**src/rtl/core/mtf_pkg.sv**
```systemverilog
`timescale 1ns / 1ps
`default_nettype none

package mtf_pkg;

    localparam int PADDR_W = 3;
    localparam int PDATA_W = 32;

    localparam logic MODE_IDX = 1'b0;

    typedef enum logic
    {
        MODE_ENC = 1'b0,
        MODE_DEC = 1'b1
    } mtf_mode_t;

    typedef struct packed
    {
        logic valid;
        logic done;
    } mtf_ctl_t;

endpackage

`default_nettype wire

```
**src/rtl/core/mtf_cell.sv**
```systemverilog
`timescale 1ns / 1ps
`default_nettype none

module mtf_cell #(
    parameter int W        = 8,
    parameter int IDX      = 0,
    parameter bit LAST_CELL = 1'b0
) (
    input  logic              clk,
    input  logic              rst_n,
    input  logic              load,
    input  logic              front_wr,
    input  logic [W-1:0]      front_val,
    input  mtf_pkg::mtf_mode_t mode,
    input  logic [W-1:0]      key,
    input  mtf_pkg::mtf_ctl_t ctl_i,
    input  logic [W-1:0]      carry_i,
    input  logic [W-1:0]      held_i,
    input  logic [W-1:0]      pos_i,
    output mtf_pkg::mtf_ctl_t ctl_o,
    output logic [W-1:0]      carry_o,
    output logic [W-1:0]      held_o,
    output logic [W-1:0]      pos_o
);

    logic [W-1:0]      entry_reg;
    logic [W-1:0]      entry_next;
    mtf_pkg::mtf_ctl_t ctl_reg;
    mtf_pkg::mtf_ctl_t ctl_next;
    logic [W-1:0]      carry_reg;
    logic [W-1:0]      held_reg;
    logic [W-1:0]      held_next;
    logic [W-1:0]      pos_reg;
    logic [W-1:0]      pos_next;
    logic              stop;

    always_comb
    begin
        if (mode == mtf_pkg::MODE_DEC)
        begin
            stop = (key == W'(IDX));
        end
        else
        begin
            stop = (entry_reg == key) || LAST_CELL;
        end
    end

    always_comb
    begin
        entry_next = entry_reg;
        ctl_next   = ctl_i;
        held_next  = held_i;
        pos_next   = pos_i;
        if (load)
        begin
            entry_next = W'(IDX);
        end
        else if (front_wr)
        begin
            entry_next = front_val;
        end
        else if (ctl_i.valid && !ctl_i.done)
        begin
            // shift the upstream entry in; the stopping cell hands its own entry on
            entry_next = carry_i;
            if (stop)
            begin
                held_next     = entry_reg;
                pos_next      = W'(IDX);
                ctl_next.done = 1'b1;
            end
        end
    end

    always_ff @(posedge clk or negedge rst_n)
    begin
        if (!rst_n)
        begin
            entry_reg <= W'(IDX);
            ctl_reg   <= '0;
        end
        else
        begin
            entry_reg <= entry_next;
            ctl_reg   <= ctl_next;
        end
    end

    always_ff @(posedge clk)
    begin
        carry_reg <= entry_reg;
        held_reg  <= held_next;
        pos_reg   <= pos_next;
    end

    assign ctl_o   = ctl_reg;
    assign carry_o = carry_reg;
    assign held_o  = held_reg;
    assign pos_o   = pos_reg;

endmodule

`default_nettype wire

```
**config.mk**
```make
export PLATFORM = sky130hd
export DESIGN_NAME = mtf_cell
export DESIGN_NICKNAME = d
export VERILOG_FILES = /design/src/rtl/core/mtf_pkg.sv /design/src/rtl/core/mtf_cell.sv
export SDC_FILE = /design/constraint.sdc
export NUM_CORES = 1
export LEC_CHECK = 0
export BUFFER_PORTS_ARGS = -buffer_cell sky130_fd_sc_hd__buf_2
export CAP_MARGIN = 20
export CORE_MARGIN = 2
export CORE_UTILIZATION = 35
export CTS_CLUSTER_DIAMETER = 200
export CTS_CLUSTER_SIZE = 10
export DETAILED_ROUTE_END_ITERATION = 6
export SYNTH_ARGS = -nofsm -noshare
export SYNTH_HDL_FRONTEND = slang
export SYNTH_SLANG_ARGS = --single-unit
```
**constraint.sdc**
```tcl
create_clock -name clk -period 2 [get_ports clk]
set_input_delay 0.1 -clock clk [delete_from_list [all_inputs] [get_ports clk]]
set_output_delay 0.1 -clock clk [all_outputs]
set_load 0.02 [all_outputs]
```
==> results of run 1 <==
[cell families (layout without fill, tap and decap cells)]
group / Yosys count / count (layout) / share of synthesized area (%)
compound gates: 32 / 32 / 12.82
simple gates: 86 / 86 / 30.15
buf+inv: 12 / 91 / 3.283
flops: 34 / 34 / 44.58
mux: 8 / 8 / 4.886
xor+xnor: 8 / 8 / 4.275
[through the flow]
| stage | power, uW | worst slack (ns) | std cells | cell area, sq um |
|---|---|---|---|---|
| finish | 1586 | 0.2560 | 311 | 2190 |
| global route | 1661 | 0.1464 | 311 | 2190 |
| CTS | 1605 | 0.2804 | 311 | 2190 |
| detailed placement | 1068 | 0.3446 | 301 | 2078 |
| global placement | 1066 | 0.3398 | 301 | 2078 |
| floorplan | 940.2 | 0.5277 | 180 | 1639 |
[cell type report]
type                            count  share of cell area, %
Tap cell                           52                  2.971
Clock buffer                        7                  3.943
Sequential cell                    34                  33.37
Multi-Input combinational cell    134                  39.03
Clock inverter                      1                 0.2286
Timing Repair Buffer               83                  20.46
[worst paths after layout]
path / slack (ns) / end / cells past startpoint / from
max: 0.26 / held_o[7] / 6 / ctl_i[1]
min: 0.02 / pos_o[2] / 3 / pos_i[2]
max reg2reg: 0.38 / held_o[5] / 5 / entry_reg[4]
min reg2reg: 0.47 / carry_o[6] / 0 / entry_reg[6]
max in group asynchronous: 1.61 / entry_reg[0] / 2 / rst_n
min in group asynchronous: 0.19 / entry_reg[7] / 2 / rst_n
[metal layers]
layer	global-route usage (%)	share of wire, %	wire length (microns)
met5	0	0	0
met4	7.407	1.8	76
met3	5.000	5.6	235
met2	26.10	47	1998
met1	22.39	45	1913
[power by group]
group | switching, uW | leakage [uW] | internal (uW)
clock | 254 | 0.0000482 | 278
sequential | 28.8 | 0.000328 | 731
combinational | 167 | 0.000653 | 128
[tightest hold or removal path: stages]
cell     delay, ns
buf_2         0.09
nand2_1       0.04
nor2_1        0.03
[cells in the final DEF (no fill, tap or decap)]
cell type	synthesis	final
o31ai_1	8	8
mux2i_1	8	8
nor4_2	2	2
a221oi_1	8	8
clkinv_2	0	1
clkbuf_1	7	1
or4b_1	1	1
buf_4	1	9
buf_2	4	72
nor2_1	8	8
a21oi_1	8	8
nor4_4	1	1
nand3_1	16	16
nor2b_1	9	9
and4_1	2	2
dlygate4sd3_1	0	2
and2_1	1	1
nor4b_2	1	1
nand4_1	3	3
or3b_1	1	1
dfxtp_1	24	24
and3_1	8	8
xnor2_1	8	8
nor3_1	1	1
nor3b_1	8	8
clkbuf_8	0	6
o21ai_0	8	8
dfrtp_1	10	10
nand2_1	24	24
[what timing repair did]
item	4_1_cts	5_1_grt
endpoints found under the hold margin	11	0
setup endpoints to repair	0	0
hold buffers	2	0
==> metrics.txt, run 1 <==
Total GRT Usage=17.05%; worst path buffer plus inverter count=3; Worst Setup Path Type=in -> reg; dominant cell type by area after synthesis=dfxtp_1; Num CTS Buffers=5; skew final=0.005206 ns; num rows=24; number of remaining DRC errors=0; diodes inserted=0; setup bufs post-CTS=0; first-pass GRT wire length=6.837 mm; top cell type's share of synthesized area=29.31%; fill count=446; vias in the first global route=1423; critical path's slowest cell=or4b_1; via/cell ratio=5.032; Final Setup Violations=0; Worst Tran Pin Value=0.5549 ns; die area=0.005246 sq mm; Async SR Flop Fraction=29.41%; Worst path top cell family by delay=buffers and inverters; slowest stage delay, CP=0.53 ns; H-tree depth=2; antenna-violating nets left=0; critical path capture point type=register; largest net degree at the start of global routing=35; Synth Warn #=0; top cells by count, synth=24 x dfxtp_1, 24 x nand2_1, 16 x nand3_1, 10 x dfrtp_1, 9 x nor2b_1; Achievable Freq=573.4 MHz; Sink Count=34; port bufs=72; pwr dens=724.3 mW/mm^2; Post-Syn Area=0.001639 sq mm; ranking of synthesized cells by area=dfxtp_1 29%, dfrtp_1 15%, nand2_1 5.5%, mux2i_1 4.9%, nand3_1 4.9%; average size of a mapped cell=9.106 sq um; initial antenna violation count=0; post-layout util=49.27%; die span in y=72.43 microns; clk buf depth=2; maxcap violations=0; Detailed Routing Iterations Pass 1=4; worst min-delay path class=in -> reg; core area=0.004444 sq mm; crit path cell chain=dlygate4sd3_1 > buf_2 > or4b_1 > buf_4 > a221oi_1 > nand3_1; max-slew violation count=0; required time of the critical path=2.17 ns; CTS tree=yes; Multi-input gate area=854.6 sq um; initial core utilization=36.88%; Final Wtd Congestion=0.7982; worst hold margin=0.02090 ns; Leakage=0.001029 uW; DR WL/cell=13.58 microns; Post-Route WL=4.224 mm; PostCTS Resize Cnt=0; Period Utilization, post-route=87.20%; #FFs+latches synth=34; worst skew pair latency=0.29 ns; fin nets=305; Setup crit start kind=primary input; maximum vdd drop=0.0003375 V; setup TNS=0 ns; Min Clock Period, post-route=1.744 ns; Worst-path clk slew=0.07 ns; critical path peak fanout=16; routed via count=1565; 1st-iter DRT viols=105; Die W=72.43 microns; worst relative slew slack=63.01%; io pins=73; EDFF count, synth=0; final hold violations=0; status=finished clean; Distinct cells, synth=26; unrepaired setup endpoints after global routing=false; Remaining Overflow, GRT=0; sequential element share of the synthesized area=44.58%; Seq. cell area=730.7 sq um; Syn Inst Count=180; Post-Syn Nets=227; Root Buffer=clkbuf_8; Worst Path Arrival=1.92 ns; Post-DP HPWL=3.092 mm; Main synth FF type=dfxtp_1; share of post-route cells with drive strength above 1=35.52%; Area Overhead vs Synth=33.59%
Note: power is estimated with default switching activity, not from simulation.
==> run 2: changes to the inputs <==
--- a/config.mk
+++ b/config.mk
@@ -12,6 +12,7 @@
 export CTS_CLUSTER_DIAMETER = 200
 export CTS_CLUSTER_SIZE = 10
 export DETAILED_ROUTE_END_ITERATION = 6
+export HOLD_SLACK_MARGIN = 0.03
 export SYNTH_ARGS = -nofsm -noshare
 export SYNTH_HDL_FRONTEND = slang
 export SYNTH_SLANG_ARGS = --single-unit
==> run 2 against run 1 <==
Effect of this change: clock skew grew 0.0011 ns; die area stayed put; highest routed layer unchanged; largest cell class unchanged; fmax rose by 0.18%; wire length grew 5.2%; global-route usage up 0.84 points.
==> metrics.txt, run 2 (same netlist as run 1, synthesis figures left out) <==
status=finished clean; port bufs=72; max-slew violation count=0; CTS tree=yes; H-tree depth=2; Final Setup Violations=0; critical path capture point type=register; fill count=437; Setup crit start kind=primary input; maxcap violations=0; worst path buffer plus inverter count=3; Final Wtd Congestion=0.7982; vias in the first global route=1469; slowest stage delay, CP=0.53 ns; PostCTS Resize Cnt=0; crit path cell chain=dlygate4sd3_1 > buf_2 > or4b_1 > buf_4 > a221oi_1 > nand3_1; non-filler instance count after layout=319; clk buf depth=2; via/cell ratio=5.009; Min Clock Period, post-route=1.741 ns; Post-Route WL=4.444 mm; antenna-violating nets left=0; number of remaining DRC errors=0; Leakage=0.001062 uW; worst skew pair latency=0.29 ns; Period Utilization, post-route=87.05%; number of placed instances, taps included=301; worst min-delay path class=in -> reg; required time of the critical path=2.18 ns; Root Buffer=clkbuf_8; commonest cells after routing, fill and taps aside=72 x buf_2, 24 x nand2_1, 24 x dfxtp_1, 16 x nand3_1; fin nets=313; Area Overhead vs Synth=38.47%; Worst path top cell family by delay=buffers and inverters; setup ws final=0.2591 ns; critical path's slowest cell=or4b_1; share of post-route cells with drive strength above 1=34.46%; Achievable Freq=574.4 MHz; num rows=24; final hold violations=0; io pins=73; Num CTS Buffers=5; unrepaired setup endpoints after global routing=false; first-pass GRT wire length=7.155 mm; worst relative slew slack=63.22%; maximum vdd drop=0.0003367 V; critical path peak fanout=16; setup TNS=0 ns; die area=0.005246 sq mm; initial core utilization=36.88%; DR WL/cell=13.93 microns; Die W=72.43 microns; core area=0.004444 sq mm; 1st-iter DRT viols=134; Worst Tran Pin Value=0.5517 ns; Post-DP HPWL=3.092 mm; skew final=0.006310 ns; Remaining Overflow, GRT=0; worst hold margin=0.06082 ns; post-layout total power=1601 uW; die span in y=72.43 microns; Worst Setup Path Type=in -> reg; largest net degree at the start of global routing=35; routed via count=1598; Worst-path clk slew=0.07 ns; Sink Count=34; commonest non-fill, non-tap cell in the layout=buf_2; Worst Path Arrival=1.92 ns; pwr dens=705.3 mW/mm^2; diodes inserted=0; DP Worst Slack=0.3446 ns; Detailed Routing Iterations Pass 1=4; initial antenna violation count=0; Total GRT Usage=17.89%
==> run 2: cell types whose count changed in the layout (fill, tap and decap cells not counted) <==
cell	previous run	this run
dlygate4sd3_1	2	10
==> run 2: worst paths after layout <==
check	slack, ns	cells past startpoint	end	startpoint
worst max-delay path	0.26	6	held_o[7]	ctl_i[1]
worst min-delay path	0.06	2	ctl_o[0]	ctl_i[0]
worst max register to register	0.38	5	held_o[5]	entry_reg[4]
worst min register to register	0.47	0	carry_o[6]	entry_reg[6]
max in group asynchronous	1.61	2	entry_reg[0]	rst_n
min in group asynchronous	0.19	2	entry_reg[7]	rst_n
==> run 2: what timing repair did <==
item | 4_1_cts | 5_1_grt
hold buffers | 10 | 0
endpoints found under the hold margin | 19 | 0
buffers inserted | 0 | 0
==> run 2: power by group <==
| part | switching [uW] | internal (uW) | leakage, uW |
|---|---|---|---|
| Clock | 255 | 278 | 0.0000482 |
| Sequential | 29.0 | 731 | 0.000328 |
| Combinational | 170 | 138 | 0.000686 |
| Total | 454 | 1150 | 0.00106 |
==> run 2: final cells by class <==
class                           instances  area [sq um]  share of cell area (%)
Multi-Input combinational cell        134         854.6                   37.65
Sequential cell                        34         730.7                   32.19
Timing Repair Buffer                   91         528.0                   23.26
Clock buffer                            7         86.33                   3.804
Tap cell                               52         65.06                   2.867
Clock inverter                          1         5.005                  0.2205
==> run 2: through the flow <==
stage,cell area [sq um],utilization (%)
2_1_floorplan,1639,-
3_3_place_gp,2078,46.76
3_5_place_dp,2078,46.76
4_1_cts,2270,51.07
5_1_grt,2270,51.07
6_report,2270,51.07
==> run 2: routing by layer <==
metal	up-vias	wire length, microns	GRT usage [%]
met4	0	85	6.790
li1	822	-	-
met1	709	1957	22.90
met2	56	2145	28.75
met3	11	255	5.000
met5	-	0	0
